**src/rtl/fds_pkg.sv**
```systemverilog
// Shared types, constants and helper functions for the fall detector.
// Depends on nothing; used by every RTL module of the block.
package fds_pkg;

    localparam int ADDR_W = 4;

    // Register indexes within the configuration map (byte address = 4 * index).
    localparam logic [1:0] REG_IMPACT_THR = 2'd0;
    localparam logic [1:0] REG_ANGLE_THR  = 2'd1;
    localparam logic [1:0] REG_WINDOW_MS  = 2'd2;

    localparam logic [11:0] IMPACT_THR_RST = 12'd640;
    localparam logic [11:0] ANGLE_THR_RST  = 12'd720;
    localparam logic [31:0] WINDOW_MS_RST  = 32'd3000;

    localparam logic [31:0]        SETTLE_MS    = 32'd1000;
    localparam logic signed [14:0] HALF_TURN    = 15'sd2880;
    localparam logic signed [14:0] FULL_TURN    = 15'sd5760;
    localparam logic [11:0]        SPREAD_LIMIT = 12'd77;

    typedef struct packed {
        logic              command;
        logic [11:0]       g_magnitude;
        logic signed [12:0] pitch_angle;
        logic signed [12:0] roll_angle;
        logic [31:0]       time_ms;
    } item_t;

    typedef struct packed {
        logic [11:0] impact_threshold;
        logic [11:0] angle_threshold;
        logic [31:0] inactivity_window_ms;
    } cfg_t;

    // Absolute angle change folded onto half a turn; may go negative for
    // angles outside +/-180 degrees.
    function automatic logic signed [14:0] wrapped_diff(
        input logic signed [12:0] a,
        input logic signed [12:0] b
    );
        logic signed [13:0] d;
        logic [13:0]        mag;
        logic signed [14:0] r;
        d   = $signed({a[12], a}) - $signed({b[12], b});
        mag = d[13] ? 14'(-d) : 14'(d);
        r   = $signed({1'b0, mag});
        if (r > HALF_TURN) begin
            r = FULL_TURN - r;
        end
        return r;
    endfunction

endpackage

```
**src/rtl/fds_cfg.sv**
```systemverilog
// APB register file holding the detector thresholds and window length.
// Depends on fds_pkg.
module fds_cfg (
    input  logic                       aclk,
    input  logic                       aresetn,
    input  logic                       psel,
    input  logic                       penable,
    input  logic                       pwrite,
    input  logic [fds_pkg::ADDR_W-1:0] paddr,
    input  logic [31:0]                pwdata,
    output logic [31:0]                prdata,
    output logic                       pready,
    output fds_pkg::cfg_t              cfg
);

    logic [11:0] impact_thr_reg;
    logic [11:0] angle_thr_reg;
    logic [31:0] window_ms_reg;
    logic        wr_en;

    assign pready = 1'b1;
    assign wr_en  = psel && penable && pwrite && pready;

    always_ff @(posedge aclk) begin
        if (!aresetn) begin
            impact_thr_reg <= fds_pkg::IMPACT_THR_RST;
            angle_thr_reg  <= fds_pkg::ANGLE_THR_RST;
            window_ms_reg  <= fds_pkg::WINDOW_MS_RST;
        end else if (wr_en && (paddr[1:0] == 2'b00)) begin
            case (paddr[3:2])
                fds_pkg::REG_IMPACT_THR: impact_thr_reg <= pwdata[11:0];
                fds_pkg::REG_ANGLE_THR:  angle_thr_reg  <= pwdata[11:0];
                fds_pkg::REG_WINDOW_MS:  window_ms_reg  <= pwdata;
                default: ;
            endcase
        end
    end

    always_comb begin
        case (paddr[3:2])
            fds_pkg::REG_IMPACT_THR: prdata = {20'd0, impact_thr_reg};
            fds_pkg::REG_ANGLE_THR:  prdata = {20'd0, angle_thr_reg};
            fds_pkg::REG_WINDOW_MS:  prdata = window_ms_reg;
            default:                 prdata = 32'd0;
        endcase
    end

    assign cfg.impact_threshold     = impact_thr_reg;
    assign cfg.angle_threshold      = angle_thr_reg;
    assign cfg.inactivity_window_ms = window_ms_reg;

endmodule

```
**src/rtl/fds_step.sv**
```systemverilog
// Four-phase fall detection machine: state registers and next-state logic.
// Depends on fds_pkg.
module fds_step (
    input  logic          aclk,
    input  logic          aresetn,
    input  logic          advance,
    input  fds_pkg::item_t item,
    input  fds_pkg::cfg_t  cfg,
    output logic [1:0]    fall_status_next
);

    typedef enum logic [1:0] {
        PH_NORMAL = 2'd0,
        PH_IMPACT = 2'd1,
        PH_CHECK  = 2'd2,
        PH_FALL   = 2'd3
    } phase_t;

    phase_t             phase_reg,  phase_next;
    logic [31:0]        start_reg,  start_next;
    logic signed [12:0] bpitch_reg, bpitch_next;
    logic signed [12:0] broll_reg,  broll_next;
    logic [11:0]        peak_reg,   peak_next;
    logic [11:0]        floor_reg,  floor_next;

    logic [31:0]        elapsed;
    logic signed [14:0] dp, dr, ang_thr;
    logic               drastic;
    logic [11:0]        peak_upd, floor_upd;
    logic [12:0]        spread;
    logic               still;

    always_comb begin
        elapsed   = item.time_ms - start_reg;
        dp        = fds_pkg::wrapped_diff(bpitch_reg, item.pitch_angle);
        dr        = fds_pkg::wrapped_diff(broll_reg, item.roll_angle);
        ang_thr   = $signed({3'b000, cfg.angle_threshold});
        drastic   = (dp > ang_thr) || (dr > ang_thr);
        peak_upd  = (item.g_magnitude > peak_reg)  ? item.g_magnitude : peak_reg;
        floor_upd = (item.g_magnitude < floor_reg) ? item.g_magnitude : floor_reg;
        // Borrow out means floor above peak: never counts as still.
        spread    = {1'b0, peak_upd} - {1'b0, floor_upd};
        still     = !spread[12] && (spread[11:0] < fds_pkg::SPREAD_LIMIT);

        phase_next  = phase_reg;
        start_next  = start_reg;
        bpitch_next = bpitch_reg;
        broll_next  = broll_reg;
        peak_next   = peak_reg;
        floor_next  = floor_reg;

        if (item.command) begin
            phase_next = PH_NORMAL;
        end else begin
            case (phase_reg)
                PH_NORMAL: begin
                    bpitch_next = item.pitch_angle;
                    broll_next  = item.roll_angle;
                    if (item.g_magnitude > cfg.impact_threshold) begin
                        phase_next = PH_IMPACT;
                        start_next = item.time_ms;
                    end
                end
                PH_IMPACT: begin
                    if (elapsed > fds_pkg::SETTLE_MS) begin
                        if (drastic) begin
                            phase_next = PH_CHECK;
                            start_next = item.time_ms;
                            peak_next  = item.g_magnitude;
                            floor_next = item.g_magnitude;
                        end else begin
                            phase_next = PH_NORMAL;
                        end
                    end
                end
                PH_CHECK: begin
                    peak_next  = peak_upd;
                    floor_next = floor_upd;
                    if (elapsed > cfg.inactivity_window_ms) begin
                        phase_next = still ? PH_FALL : PH_NORMAL;
                    end
                end
                PH_FALL: ;
                default: phase_next = PH_NORMAL;
            endcase
        end
    end

    always_ff @(posedge aclk) begin
        if (!aresetn) begin
            phase_reg  <= PH_NORMAL;
            start_reg  <= 32'd0;
            bpitch_reg <= 13'sd0;
            broll_reg  <= 13'sd0;
            peak_reg   <= 12'd0;
            floor_reg  <= 12'd0;
        end else if (advance) begin
            phase_reg  <= phase_next;
            start_reg  <= start_next;
            bpitch_reg <= bpitch_next;
            broll_reg  <= broll_next;
            peak_reg   <= peak_next;
            floor_reg  <= floor_next;
        end
    end

    assign fall_status_next = phase_next;

endmodule

```
**src/rtl/fall_detect_state_machine.sv**
```systemverilog
// Top level of the fall detector: stream ports, input and result registers.
// Depends on fds_pkg, fds_cfg and fds_step.
//
// Path: an accepted item is held in the input register; on advance it is
// stepped and its status registered into the result register on m_tdata.
// Throughput: one item per cycle unless m_tready stalls; the only serial
// dependency is the fds_step phase/history registers, updated on advance.
// Reset: aresetn is synchronous, active low; it empties both registers,
// returns the machine to normal with zeroed history and reloads the defaults.
module fall_detect_state_machine (
    input  logic                       aclk,
    input  logic                       aresetn,
    // APB configuration port
    input  logic                       psel,
    input  logic                       penable,
    input  logic                       pwrite,
    input  logic [fds_pkg::ADDR_W-1:0] paddr,
    input  logic [31:0]                pwdata,
    output logic [31:0]                prdata,
    output logic                       pready,
    // Input items
    input  logic                       s_tvalid,
    output logic                       s_tready,
    input  logic [71:0]                s_tdata,  // g_magnitude[11:0], pitch_angle[24:12],
                                                 // roll_angle[37:25], time_ms[69:38], zero
    input  logic                       s_tuser,  // command (1 = clear)
    // Result items
    output logic                       m_tvalid,
    input  logic                       m_tready,
    output logic [7:0]                 m_tdata   // fall_status[1:0], zero above
);

    fds_pkg::cfg_t  cfg;
    fds_pkg::item_t in_item_reg;
    logic           in_valid_reg;
    logic           out_valid_reg;
    logic [1:0]     out_status_reg;
    logic [1:0]     fall_status_next;
    logic           advance;

    fds_cfg u_cfg (
        .aclk    (aclk),
        .aresetn (aresetn),
        .psel    (psel),
        .penable (penable),
        .pwrite  (pwrite),
        .paddr   (paddr),
        .pwdata  (pwdata),
        .prdata  (prdata),
        .pready  (pready),
        .cfg     (cfg)
    );

    // Step the held item whenever the result register is free or being drained.
    assign advance  = in_valid_reg && (!out_valid_reg || m_tready);
    // Take a new item when the input register empties this cycle or is empty.
    assign s_tready = !in_valid_reg || advance;

    always_ff @(posedge aclk) begin
        if (!aresetn) begin
            in_valid_reg <= 1'b0;
        end else if (s_tready) begin
            in_valid_reg <= s_tvalid;
        end
    end

    // Payload: capture on every accepted item, no reset needed.
    always_ff @(posedge aclk) begin
        if (s_tvalid && s_tready) begin
            in_item_reg.command     <= s_tuser;
            in_item_reg.g_magnitude <= s_tdata[11:0];
            in_item_reg.pitch_angle <= $signed(s_tdata[24:12]);
            in_item_reg.roll_angle  <= $signed(s_tdata[37:25]);
            in_item_reg.time_ms     <= s_tdata[69:38];
        end
    end

    fds_step u_step (
        .aclk             (aclk),
        .aresetn          (aresetn),
        .advance          (advance),
        .item             (in_item_reg),
        .cfg              (cfg),
        .fall_status_next (fall_status_next)
    );

    // Result register: load on advance, drop the item once taken downstream.
    always_ff @(posedge aclk) begin
        if (!aresetn) begin
            out_valid_reg <= 1'b0;
        end else if (advance) begin
            out_valid_reg <= 1'b1;
        end else if (m_tready) begin
            out_valid_reg <= 1'b0;
        end
    end

    always_ff @(posedge aclk) begin
        if (advance) begin
            out_status_reg <= fall_status_next;
        end
    end

    assign m_tvalid = out_valid_reg;
    assign m_tdata  = {6'd0, out_status_reg};

endmodule

```
**config.mk**
```make
export PLATFORM = sky130hd
export DESIGN_NAME = fall_detect_state_machine
export DESIGN_NICKNAME = d
export VERILOG_FILES = /design/src/rtl/fds_pkg.sv /design/src/rtl/fds_cfg.sv /design/src/rtl/fds_step.sv /design/src/rtl/fall_detect_state_machine.sv
export SDC_FILE = /design/constraint.sdc
export NUM_CORES = 1
export LEC_CHECK = 0
export BUFFER_PORTS_ARGS = -buffer_cell sky130_fd_sc_hd__buf_2
export CAP_MARGIN = 20
export CORE_MARGIN = 3
export CORE_UTILIZATION = 55
export DETAILED_ROUTE_END_ITERATION = 8
export GPL_ROUTABILITY_DRIVEN = 0
export PLACE_DENSITY = 0.78
export SKIP_CTS_REPAIR_TIMING = 1
export SYNTH_ARGS = -nofsm -noshare
export SYNTH_HDL_FRONTEND = slang
export SYNTH_HIERARCHICAL = 1
export SYNTH_SLANG_ARGS = --single-unit
```
**constraint.sdc**
```tcl
create_clock -name aclk -period 6.6 [get_ports aclk]
set_input_delay 0.66 -clock aclk [delete_from_list [all_inputs] [get_ports aclk]]
set_output_delay 0.66 -clock aclk [all_outputs]
set_load 0.02 [all_outputs]
```
==> results of run 1 <==
-- per-stage QoR --
step                      area (µm²)  power (mW)  util (%)  setup slack (ns)  TNS, ns
after floorplan                17020       2.447         -            0.4459        0
after global placement         17990       2.685     59.92            0.4107        0
after detailed placement       17990       2.735     59.92            0.1996        0
after CTS                      18850       4.195     62.76            0.1105        0
after global routing           19160       4.459     63.81          -0.05749   -1.239
final                          19160       4.230     63.81            0.2628        0
-- logic make-up (layout without fill, tap and decap cells) --
kind of cell | Yosys count | count (layout) | share of synthesized area, %
compound gates | 453 | 453 | 19.02
xor+xnor | 89 | 89 | 4.629
fa+ha+maj | 172 | 172 | 12.83
buf+inv | 251 | 390 | 6.380
flops | 215 | 215 | 29.61
mux | 148 | 148 | 8.728
other cells | 2 | 9 | 0.04417
simple gates | 669 | 669 | 18.76
-- cell usage in the layout, fill, tap and decap left out, types with 16 or more instances in the layout --
cell type  instances
a211oi_1          18
a21boi_0          31
a21o_1            58
a21oi_1           91
and2_1            35
buf_2            148
buf_4             24
clkbuf_16         26
dfxtp_1          142
edfxtp_1          73
ha_1             161
inv_1            165
mux2i_1          143
nand2_1          336
nand2b_1          16
nand3_1           35
nand4_1           24
nor2_1            73
nor2b_1           38
nor3_1            28
o211ai_1          21
o21a_1            21
o21ai_0           65
xnor2_1           60
xor2_1            24
-- per-layer routing --
layer / global-route usage, % / up-vias
met2: 42.41 / 447
met3: 2.544 / 84
met1: 31.32 / 7089
met5: 0 / -
met4: 9.232 / 0
li1: - / 7326
-- power groups by stage --
stage	logic [mW]	clock network (mW)	registers (mW)
finish	1.33	1.45	1.45
global placement	1.21	0	1.48
detailed placement	1.26	0	1.48
global route	1.48	1.53	1.45
CTS	1.27	1.48	1.45
floorplan	0.977	0	1.47
-- cell type report --
| type | instances | area, µm² | share of cell area (%) |
|---|---|---|---|
| timing repair buffer | 179 | 1040 | 5.425 |
| inverter | 165 | 619.3 | 3.232 |
| multi-input combinational | 1538 | 11120 | 58.05 |
| clock inverter | 19 | 210.2 | 1.097 |
| antenna | 2 | 5.005 | 0.02611 |
| clock buffer | 27 | 643.1 | 3.356 |
| sequential | 215 | 5035 | 26.27 |
| tap | 390 | 488.0 | 2.546 |
-- worst max-delay path by stage --
stage,start,end,slack [ns]
CTS,in_item_reg[32]$_DFFE_PP_,u_step/start_reg[7]$_SDFFE_PN0P_,0.11
global route,in_item_reg[32]$_DFFE_PP_,u_step/start_reg[21]$_SDFFE_PN0P_,-0.06
detailed placement,in_item_reg[32]$_DFFE_PP_,u_step/start_reg[26]$_SDFFE_PN0P_,0.20
finish,in_item_reg[32]$_DFFE_PP_,u_step/start_reg[26]$_SDFFE_PN0P_,0.26
floorplan,in_item_reg[33]$_DFFE_PP_,u_step/start_reg[10]$_SDFFE_PN0P_,0.45
global placement,in_item_reg[45]$_DFFE_PP_,u_step/peak_reg[9]$_SDFFE_PN0P_,0.41
==> impl_table.tex, run 1 <==
\begin{tabular}{lr}
\hline
Metric & Value \\
\hline
\multicolumn{2}{l}{\textbf{Worst setup path}} \\
\quad Crit. path cell count & 28 \\
\quad Crit path launch type & register \\
\quad WP buf/inv & 3 \\
\quad Top Family by Delay on Critical Path & compound AO/OA/AOI/OAI gates \\
\quad Reg-to-reg critical path endpoint & u\_step/start\_reg[26]\$\_SDFFE\_PN0P\_ \\
\quad Start-to-end type of the worst setup path & register to register \\
\quad Depth of the worst register-to-register path & 28 \\
\quad Worst Path Max Fanout & 8 \\
\quad Endpoint arrival time on the critical path & 6.80 ns \\
\quad Worst setup slack for register-to-register paths & 0.26 ns \\
\quad Slowest-stage cell, CP & or4b\_4 \\
\quad Stage delay of the slowest cell on the critical path & 0.60 ns \\
\quad Endpoint type of the worst setup path & register \\
\quad Critical R2R Launch & in\_item\_reg[32]\$\_DFFE\_PP\_ \\
\quad Critical path required time & 7.06 ns \\
\multicolumn{2}{l}{\textbf{Clock network}} \\
\quad Number of clock sinks & 215 \\
\quad CTS clock-pin slew for the worst setup and hold paths & 0.06 ns \\
\quad CTS H-tree lvls & 1 \\
\quad TritonCTS clock tree & done \\
\quad Number of clock buffers inserted by TritonCTS & 25 \\
\quad Maximum buffer depth of the clock tree & 3 \\
\quad Worst-skew pair later-pin latency & 0.54 ns \\
\quad Clock root buffer & clkbuf\_16 \\
\multicolumn{2}{l}{\textbf{Synthesis}} \\
\quad Proportion of synthesized chip area in sequential cells & 29.61\% \\
\quad Synthesis-stage register bit count & 215 \\
\quad Count of distinct cell types in the synthesized netlist & 102 \\
\quad Share of the synthesized area in the top cell type & 16.72\% \\
\quad Post-synth EDFFs & 73 \\
\quad Dominant cells by area after synthesis & dfxtp\_1 (17\%), edfxtp\_1 (13\%), ha\_1 (12\%), mux2i\_1 (8.6\%), nand2\_1 (7.4\%) \\
\quad Syn Area/Cell & 8.506 µm² \\
\quad Most instantiated library cell after synthesis & nand2\_1 \\
\quad Number of warning messages in the yosys log & 6 \\
\quad Top cells by instance count after synthesis & nand2\_1 (336), ha\_1 (168), inv\_1 (165) \\
\quad Mapped Area & 17000 µm² \\
\quad Top cell type by total area after synthesis & dfxtp\_1 \\
\quad Top flip-flop cell by instance count after synthesis & dfxtp\_1 \\
\quad Async set-or-reset flop fraction in the synthesized netlist & 0\% \\
\quad Post-Syn Instances & 1999 \\
\multicolumn{2}{l}{\textbf{Floorplanning}} \\
\quad Row count & 63 \\
\quad Die width & 181.8 µm \\
\quad Floorplan die area & 33060 µm² \\
\quad Effective utilization at floorplan & 56.61\% \\
\quad Boundary Pins & 159 \\
\quad Core region area & 30030 µm² \\
\quad Die height & 181.8 µm \\
\multicolumn{2}{l}{\textbf{Route}} \\
\quad Via count & 14946 \\
\quad Via density per instance & 5.896 \\
\quad Iteration-0 DRC count of the detailed router & 1202 \\
\quad Post-route antenna net violation count & 0 \\
\quad Wire length after detailed routing & 43.39 mm \\
\quad Total length of routed met3 wires & 2.087 mm \\
\quad Met2 Routed Length & 20.82 mm \\
\quad Uppermost layer routed & met4 \\
\quad Met1 routed wirelength after detailed routing & 18.95 mm \\
\quad Post-detailed-route wirelength per cell & 17.12 µm \\
\quad Number of design rule violations left after detail routing & 0 \\
\quad Detailed-routing iteration count for the pre-antenna-repair pass & 7 \\
\multicolumn{2}{l}{\textbf{Pwr}} \\
\quad Leakage component of the power & 8.022 nW \\
\quad Worst IR Drop VDD & 190.0 µV \\
\quad Switching power summed over all nets & 1.383 mW \\
\quad Clock share of power & 34.2\% \\
\quad Sequential Power Share & 34.3\% \\
\quad Cell-internal power & 2.846 mW \\
\quad Pwr dens & 220.7 nW/µm² \\
\quad Combinational cell fraction of total power & 31.5\% \\
\quad Sw Share & 32.70\% \\
\multicolumn{2}{l}{\textbf{Timing}} \\
\quad Count of endpoints failing setup in the final report & 0 \\
\quad Part of the cycle the worst path needs & 96.02\% \\
\quad Setup clock skew after layout & 0.01148 ns \\
\quad Peak Freq & 157.8 MHz \\
\quad Hold slack final & 0.2891 ns \\
\quad Number of pins exceeding their max-slew limit in the final report & 0 \\
\quad Headroom to the max-slew limit & 30.63\% \\
\quad Post-route minimum period & 6.337 ns \\
\quad Transition at the pin with the smallest max-transition slack & 1.038 ns \\
\quad Number of endpoints with negative hold slack in the final report & 0 \\
\multicolumn{2}{l}{\textbf{GRT}} \\
\quad Maximum number of pins on one net before global-route repair & 133 \\
\quad Initial antenna violation count & 2 \\
\quad Vias in the first global route & 14313 \\
\quad Wire length of the first global-routing pass & 68.66 mm \\
\quad Remaining Overflow, GRT & 0 \\
\quad All-layer global routing usage & 24.42\% \\
\multicolumn{2}{l}{\textbf{Worst hold path}} \\
\quad Worst min-delay path category & input port to register \\
\quad Worst hold path endpoint & in\_item\_reg[12]\$\_DFFE\_PP\_ \\
\quad Worst hold path stage count & 1 \\
\quad Startpoint of the lowest-slack hold path & s\_tdata[50] \\
\multicolumn{2}{l}{\textbf{Run}} \\
\quad Max-cap violation count & 0 \\
\multicolumn{2}{l}{\textbf{Place}} \\
\quad Number of port buffers & 149 \\
\quad Estimated wirelength of the detail-placed design & 31.35 mm \\
\quad Post-Place Cells & 2478 \\
\multicolumn{2}{l}{\textbf{Cells and area}} \\
\quad Non-filler cells, final & 2535 \\
\quad Filler Cell Count & 2453 \\
\quad Fraction of final layout cells with drive strength greater than 1 & 14.23\% \\
\quad Number of nets in the finished design & 2412 \\
\quad Largest register FFs & 71 \\
\quad Area Overhead vs Synth & 12.72\% \\
\multicolumn{2}{l}{\textbf{Outcome}} \\
\quad Run status & complete, no violations \\
\hline
\end{tabular}
No activity file was read; power rests on OpenSTA's default activity.
==> inputs of run 2 (changes only) <==
--- a/config.mk
+++ b/config.mk
@@ -5,6 +5,7 @@
 export SDC_FILE = /design/constraint.sdc
 export NUM_CORES = 1
 export LEC_CHECK = 0
+export ABC_AREA = 1
 export BUFFER_PORTS_ARGS = -buffer_cell sky130_fd_sc_hd__buf_2
 export CAP_MARGIN = 20
 export CORE_MARGIN = 3
==> run 2 against run 1 <==
  * Sequential share of layout area increased by 0.50 points
  * First-iteration DRC count rose by 7.2%
  * Routed wire length fell by 1.3%
  * Clock-buffer cell count is 6 higher
  * Fmax up 4.9%
  * Total power increased by 7.3%
  * Critical endpoint is now u_step/peak_reg[11]$_SDFFE_PN0P_
  * Highest routed layer is now met5
==> impl_table.tex, run 2 <==
\begin{tabular}{lr}
\hline
Metric & Value \\
\hline
\multicolumn{2}{l}{\textbf{Synthesis}} \\
\quad Post-synth EDFFs & 73 \\
\quad Share of the synthesized area in the top cell type & 16.76\% \\
\quad Number of warning messages in the yosys log & 6 \\
\quad Top flip-flop cell by instance count after synthesis & dfxtp\_1 \\
\quad Top cells by instance count after synthesis & nand2\_1 (547), inv\_1 (482), nor2\_1 (240) \\
\quad Mapped Area & 16960 µm² \\
\quad Post-Syn Instances & 2503 \\
\quad Top cell type by total area after synthesis & dfxtp\_1 \\
\quad Count of distinct cell types in the synthesized netlist & 55 \\
\quad Async set-or-reset flop fraction in the synthesized netlist & 0\% \\
\quad Proportion of synthesized chip area in sequential cells & 29.69\% \\
\quad Syn Area/Cell & 6.776 µm² \\
\quad Most instantiated library cell after synthesis & nand2\_1 \\
\quad Dominant cells by area after synthesis & dfxtp\_1 (17\%), edfxtp\_1 (13\%), ha\_1 (12\%), nand2\_1 (12\%), inv\_1 (11\%) \\
\quad Synthesis-stage register bit count & 215 \\
\multicolumn{2}{l}{\textbf{GRT}} \\
\quad GR met3 Demand/Resource & 3.726\% \\
\quad Wire length of the first global-routing pass & 71.89 mm \\
\quad All-layer global routing usage & 25.37\% \\
\quad Vias in the first global route & 15775 \\
\quad Initial antenna violation count & 2 \\
\quad Most Used Layer, Global Route & met2 \\
\quad Met2 usage in global routing & 45.81\% \\
\quad Met1 demand-to-capacity share in global routing & 30.89\% \\
\quad Maximum number of pins on one net before global-route repair & 90 \\
\quad Remaining Overflow, GRT & 0 \\
\multicolumn{2}{l}{\textbf{Pwr}} \\
\quad Leakage component of the power & 9.240 nW \\
\quad Worst IR Drop VDD & 178.3 µV \\
\quad Total power consumption of the routed design & 4.537 mW \\
\quad Pwr dens & 241.3 nW/µm² \\
\multicolumn{2}{l}{\textbf{Timing}} \\
\quad Number of pins exceeding their max-slew limit in the final report & 0 \\
\quad Peak Freq & 165.5 MHz \\
\quad Part of the cycle the worst path needs & 91.57\% \\
\quad Transition at the pin with the smallest max-transition slack & 1.025 ns \\
\quad RSZ-0062 raised after global routing & false \\
\quad Number of endpoints with negative hold slack in the final report & 0 \\
\quad Headroom to the max-slew limit & 31.52\% \\
\quad Accumulated negative setup slack & 0 ns \\
\quad Count of endpoints failing setup in the final report & 0 \\
\quad Post-route minimum period & 6.043 ns \\
\quad Setup clock skew after layout & 0.02609 ns \\
\multicolumn{2}{l}{\textbf{Floorplanning}} \\
\quad Die height & 181.6 µm \\
\quad Core region area & 30030 µm² \\
\quad Die width & 181.6 µm \\
\quad Row count & 63 \\
\quad Boundary Pins & 159 \\
\quad Effective utilization at floorplan & 56.47\% \\
\quad Floorplan die area & 32980 µm² \\
\multicolumn{2}{l}{\textbf{Clock network}} \\
\quad Number of clock sinks & 215 \\
\quad Number of clock buffers inserted by TritonCTS & 26 \\
\quad Clock root buffer & clkbuf\_16 \\
\quad Worst-skew pair later-pin latency & 0.55 ns \\
\quad CTS H-tree lvls & 1 \\
\quad Maximum buffer depth of the clock tree & 3 \\
\quad TritonCTS clock tree & done \\
\quad CTS clock-pin slew for the worst setup and hold paths & 0.06 ns \\
\multicolumn{2}{l}{\textbf{Worst hold path}} \\
\quad Worst min-delay path category & input port to register \\
\quad Worst hold path endpoint & in\_item\_reg[6]\$\_DFFE\_PP\_ \\
\quad Startpoint of the lowest-slack hold path & s\_tdata[44] \\
\quad Worst hold path stage count & 1 \\
\multicolumn{2}{l}{\textbf{Place}} \\
\quad Number of port buffers & 149 \\
\quad Estimated wirelength of the detail-placed design & 32.33 mm \\
\multicolumn{2}{l}{\textbf{Route}} \\
\quad Post-detailed-route wirelength per cell & 14.13 µm \\
\quad Number of design rule violations left after detail routing & 0 \\
\quad Iteration-0 DRC count of the detailed router & 1288 \\
\quad Post-route antenna net violation count & 0 \\
\quad Via density per instance & 5.430 \\
\quad Detailed-routing iteration count for the pre-antenna-repair pass & 7 \\
\quad Via count & 16458 \\
\quad Wire length after detailed routing & 42.83 mm \\
\multicolumn{2}{l}{\textbf{Outcome}} \\
\quad Run status & complete, no violations \\
\multicolumn{2}{l}{\textbf{Cells and area}} \\
\quad Leading cell types in the layout, fill and taps excluded & nand2\_1 (546), inv\_1 (481), nor2\_1 (240) \\
\quad Area Overhead vs Synth & 10.88\% \\
\quad Fraction of final layout cells with drive strength greater than 1 & 9.318\% \\
\quad Largest register FFs & 71 \\
\quad Number of nets in the finished design & 2908 \\
\quad Most frequent standard cell in the layout excluding fill and tap cells & nand2\_1 \\
\multicolumn{2}{l}{\textbf{Worst setup path}} \\
\quad Stage delay of the slowest cell on the critical path & 0.54 ns \\
\quad WP buf/inv & 6 \\
\quad Top Family by Delay on Critical Path & simple AND/OR/NAND/NOR gates \\
\quad Crit path launch type & register \\
\quad Cell repeated most along the worst path & nor2\_1 \\
\quad Slowest-stage cell, CP & fa\_1 \\
\quad Depth of the worst register-to-register path & 39 \\
\quad Worst setup slack for register-to-register paths & 0.56 ns \\
\quad Critical R2R Launch & in\_item\_reg[45]\$\_DFFE\_PP\_ \\
\quad Start-to-end type of the worst setup path & register to register \\
\quad Critical path required time & 7.04 ns \\
\quad Endpoint type of the worst setup path & register \\
\quad Reg-to-reg critical path endpoint & u\_step/peak\_reg[11]\$\_SDFFE\_PN0P\_ \\
\quad Worst Path Max Fanout & 25 \\
\quad Critical Path Start & in\_item\_reg[45]\$\_DFFE\_PP\_ \\
\quad Endpoint arrival time on the critical path & 6.49 ns \\
\multicolumn{2}{l}{\textbf{Run}} \\
\quad Max-cap violation count & 0 \\
\hline
\end{tabular}
## run 2: how the worst max path moves through the flow
stage | cells past startpoint | to
floorplan | 40 | u_step/peak_reg[10]$_SDFFE_PN0P_
global placement | 39 | u_step/start_reg[31]$_SDFFE_PN0P_
detailed placement | 39 | u_step/start_reg[31]$_SDFFE_PN0P_
CTS | 39 | u_step/start_reg[0]$_SDFFE_PN0P_
global route | 39 | u_step/peak_reg[7]$_SDFFE_PN0P_
finish | 39 | u_step/peak_reg[11]$_SDFFE_PN0P_
## run 2: logic make-up after synthesis
group           after synthesis  synth area share [%]
simple gates               1083                 27.80
buf+inv                     564                 13.21
compound gates              405                 13.06
flops                       215                 29.69
fa+ha+maj                   172                 12.87
xor+xnor                     62                 3.335
other cells                   2               0.04428
## run 2: worst reg2reg max path, delay by kind of cell, from the launching register on
kind	cells	cell delay, ns
XOR/XNOR	1	0.15
buffers and inverters	6	0.51
flip-flops	1	0.39
AO/OA/AOI/OAI	9	1.26
adder cells (fa/ha/maj)	4	1.28
AND/OR/NAND/NOR	19	2.33
## run 2: cell type report
cell class | count | area, µm²
fill | 2741 | 11230
sequential | 215 | 5035
timing repair buffer | 156 | 820.8
multi-input combinational | 1729 | 9741
clock inverter | 15 | 172.7
clock buffer | 33 | 696.9
antenna | 1 | 2.502
tap | 390 | 488.0
inverter | 492 | 1849
## run 2: through the flow
step	setup slack [ns]	area [µm²]	cells	hold WS (ns)	util [%]
2_1_floorplan	1.545	16980	2508	0.4274	-
3_3_place_gp	0.6793	17890	2981	0.4368	59.56
3_5_place_dp	0.5361	17890	2981	0.4431	59.56
4_1_cts	0.4718	18760	3029	0.2607	62.46
5_1_grt	0.001120	18800	3030	0.2602	62.61
6_report	0.5567	18810	3031	0.2781	62.62
## run 2: layer usage
layer	vias up	share of wire, %
met5	-	0.026
met4	2	3.5
met3	110	5.9
met2	536	48
met1	7479	43
li1	8331	-
## run 2: power by group
part           switching [mW]  internal [mW]
clock network           0.588          0.866
registers              0.0359           1.43
logic                    1.03          0.590
total                    1.65           2.89
==> inputs of run 3 (changes only) <==
--- a/config.mk
+++ b/config.mk
@@ -8,11 +8,13 @@
 export ABC_AREA = 1
 export BUFFER_PORTS_ARGS = -buffer_cell sky130_fd_sc_hd__buf_2
 export CAP_MARGIN = 20
+export CELL_PAD_IN_SITES_DETAIL_PLACEMENT = 1
+export CELL_PAD_IN_SITES_GLOBAL_PLACEMENT = 1
 export CORE_MARGIN = 3
-export CORE_UTILIZATION = 55
+export CORE_UTILIZATION = 40
 export DETAILED_ROUTE_END_ITERATION = 8
 export GPL_ROUTABILITY_DRIVEN = 0
-export PLACE_DENSITY = 0.78
+export PLACE_DENSITY_LB_ADDON = 0.1
 export SKIP_CTS_REPAIR_TIMING = 1
 export SYNTH_ARGS = -nofsm -noshare
 export SYNTH_HDL_FRONTEND = slang
==> run 3 against run 2 <==
  * Clock power up 6%
  * Critical endpoint is now u_step/start_reg[25]$_SDFFE_PN0P_
  * Fmax up 2.0%
  * Critical path depth stayed put
  * Clock-buffer cell count increased by 1
==> impl_table.tex, run 3 (synthesis gave the netlist of run 2 again) <==
\begin{tabular}{lr}
\hline
Metric & Value \\
\hline
\multicolumn{2}{l}{\textbf{Timing}} \\
\quad Post-route minimum period & 5.923 ns \\
\quad Number of endpoints with negative hold slack in the final report & 0 \\
\quad Number of pins exceeding their max-slew limit in the final report & 0 \\
\quad Transition at the pin with the smallest max-transition slack & 1.049 ns \\
\quad Accumulated negative setup slack & 0 ns \\
\quad Part of the cycle the worst path needs & 89.74\% \\
\quad Headroom to the max-slew limit & 29.93\% \\
\quad Setup clock skew after layout & 0.01922 ns \\
\quad RSZ-0062 raised after global routing & false \\
\quad Count of endpoints failing setup in the final report & 0 \\
\quad Peak Freq & 168.8 MHz \\
\multicolumn{2}{l}{\textbf{Pwr}} \\
\quad Switching power summed over all nets & 1.718 mW \\
\quad Clock share of power & 32.9\% \\
\quad Cell-internal power & 2.958 mW \\
\quad Sequential Power Share & 31.4\% \\
\quad Worst IR Drop VDD & 236.1 µV \\
\quad Combinational cell fraction of total power & 35.7\% \\
\quad Sw Share & 36.73\% \\
\quad Leakage component of the power & 9.310 nW \\
\quad Pwr dens & 244.7 nW/µm² \\
\multicolumn{2}{l}{\textbf{Worst hold path}} \\
\quad Worst min-delay path category & input port to register \\
\quad Startpoint of the lowest-slack hold path & s\_tdata[55] \\
\quad Worst hold path endpoint & in\_item\_reg[17]\$\_DFFE\_PP\_ \\
\quad Worst hold path stage count & 1 \\
\multicolumn{2}{l}{\textbf{Worst setup path}} \\
\quad Endpoint type of the worst setup path & register \\
\quad Start-to-end type of the worst setup path & register to register \\
\quad Reg-to-reg critical path endpoint & u\_step/start\_reg[25]\$\_SDFFE\_PN0P\_ \\
\quad Crit path launch type & register \\
\quad Worst setup slack for register-to-register paths & 0.68 ns \\
\quad Worst Path Max Fanout & 25 \\
\quad Critical R2R Launch & in\_item\_reg[45]\$\_DFFE\_PP\_ \\
\quad Critical path required time & 7.10 ns \\
\quad Endpoint arrival time on the critical path & 6.42 ns \\
\quad Slowest-stage cell, CP & fa\_1 \\
\quad Stage delay of the slowest cell on the critical path & 0.55 ns \\
\quad Depth of the worst register-to-register path & 39 \\
\multicolumn{2}{l}{\textbf{Route}} \\
\quad Post-route antenna net violation count & 0 \\
\quad Via count & 16442 \\
\quad Number of design rule violations left after detail routing & 0 \\
\quad Detailed-routing iteration count for the pre-antenna-repair pass & 5 \\
\quad Iteration-0 DRC count of the detailed router & 589 \\
\quad Post-detailed-route wirelength per cell & 16.14 µm \\
\quad Via density per instance & 5.174 \\
\quad Wire length after detailed routing & 51.29 mm \\
\multicolumn{2}{l}{\textbf{Floorplanning}} \\
\quad Core region area & 41390 µm² \\
\quad Boundary Pins & 159 \\
\quad Die height & 211.9 µm \\
\quad Floorplan die area & 44910 µm² \\
\quad Row count & 74 \\
\quad Die width & 211.9 µm \\
\quad Effective utilization at floorplan & 40.98\% \\
\multicolumn{2}{l}{\textbf{Cells and area}} \\
\quad Most frequent standard cell in the layout excluding fill and tap cells & nand2\_1 \\
\quad Fraction of final layout cells with drive strength greater than 1 & 9.562\% \\
\quad Leading cell types in the layout, fill and taps excluded & nand2\_1 (545), inv\_1 (481), nor2\_1 (239) \\
\quad Largest register FFs & 71 \\
\quad Number of nets in the finished design & 2913 \\
\quad Area Overhead vs Synth & 12.67\% \\
\quad Diodes inserted & 0 \\
\quad Non-filler cells, final & 3178 \\
\multicolumn{2}{l}{\textbf{Place}} \\
\quad Number of port buffers & 149 \\
\quad Post-Place Cells & 3125 \\
\quad Estimated wirelength of the detail-placed design & 39.33 mm \\
\multicolumn{2}{l}{\textbf{GRT}} \\
\quad All-layer global routing usage & 22.32\% \\
\quad Initial antenna violation count & 0 \\
\quad Vias in the first global route & 16821 \\
\quad Wire length of the first global-routing pass & 82.72 mm \\
\quad Maximum number of pins on one net before global-route repair & 84 \\
\quad Remaining Overflow, GRT & 0 \\
\multicolumn{2}{l}{\textbf{Clock network}} \\
\quad TritonCTS clock tree & done \\
\quad Number of clock buffers inserted by TritonCTS & 27 \\
\quad Number of clock sinks & 215 \\
\quad CTS H-tree lvls & 1 \\
\quad Worst-skew pair later-pin latency & 0.58 ns \\
\quad Maximum buffer depth of the clock tree & 3 \\
\quad Clock root buffer & clkbuf\_16 \\
\quad CTS clock-pin slew for the worst setup and hold paths & 0.07 ns \\
\multicolumn{2}{l}{\textbf{Run}} \\
\quad Max-cap violation count & 0 \\
\multicolumn{2}{l}{\textbf{Outcome}} \\
\quad Run status & complete, no violations \\
\hline
\end{tabular}
run 3: changes by cell type in the layout (fill, tap and decap cells not counted), moves of 2 or more:
cell,delta
clkbuf_16,+2
clkinv_2,+2
clkinvlp_4,-2
inv_6,+2
nor2_2,+2
run 3: how the worst max path moves through the flow:
stage,startpoint,end,depth (start not counted)
floorplan,in_item_reg[45]$_DFFE_PP_,u_step/peak_reg[10]$_SDFFE_PN0P_,40
CTS,in_item_reg[45]$_DFFE_PP_,u_step/peak_reg[5]$_SDFFE_PN0P_,39
global route,in_item_reg[45]$_DFFE_PP_,u_step/start_reg[10]$_SDFFE_PN0P_,39
global placement,in_item_reg[45]$_DFFE_PP_,u_step/floor_reg[7]$_SDFFE_PN0P_,39
finish,in_item_reg[45]$_DFFE_PP_,u_step/start_reg[25]$_SDFFE_PN0P_,39
detailed placement,in_item_reg[45]$_DFFE_PP_,u_step/start_reg[24]$_SDFFE_PN0P_,39
run 3: routing by layer:
layer  vias to the layer above  share of wire (%)  global-route usage (%)
li1                       8330                  -                       -
met1                      7837                 48                   29.79
met2                       209                 47                   38.25
met3                        66                2.9                   2.682
met4                         0                2.6                   5.982
met5                         -                  0                       0
run 3: power groups by stage:
stage | Combinational, mW | Sequential, mW | Clock (mW)
final | 1.67 | 1.47 | 1.54
after global routing | 1.92 | 1.48 | 1.64
after CTS | 1.65 | 1.47 | 1.59
after detailed placement | 1.64 | 1.50 | 0
after global placement | 1.57 | 1.49 | 0
after floorplan | 1.24 | 1.48 | 0
run 3: critical path: cells and delay by family, from the launching register on:
family                   cells  cell delay, ns
XOR/XNOR                     1            0.16
buffers and inverters        6            0.51
flip-flops                   1            0.40
adder cells (fa/ha/maj)      4            1.27
AND/OR/NAND/NOR             17            2.03
AO/OA/AOI/OAI               11            1.42
run 3: through the flow:
stage | setup WS [ns] | total power [mW] | util, % | instance area [µm²] | hold WS [ns]
floorplan | 1.545 | 2.723 | - | 16980 | 0.4274
global placement | 0.5851 | 3.067 | 43.71 | 18090 | 0.4373
detailed placement | 0.4803 | 3.135 | 43.71 | 18090 | 0.4432
CTS | 0.4642 | 4.715 | 45.91 | 19000 | 0.2144
global route | 0.02701 | 5.035 | 46.17 | 19110 | 0.2298
finish | 0.6770 | 4.676 | 46.17 | 19110 | 0.2584
run 3: layout make-up:
class                      instances  area, µm²
multi-input combinational       1730       9764
clock buffer                      34      721.9
clock inverter                    16      188.9
fill                            5494      22280
inverter                         492       1861
timing repair buffer             159      873.3
sequential                       215       5035
tap                              532      665.6
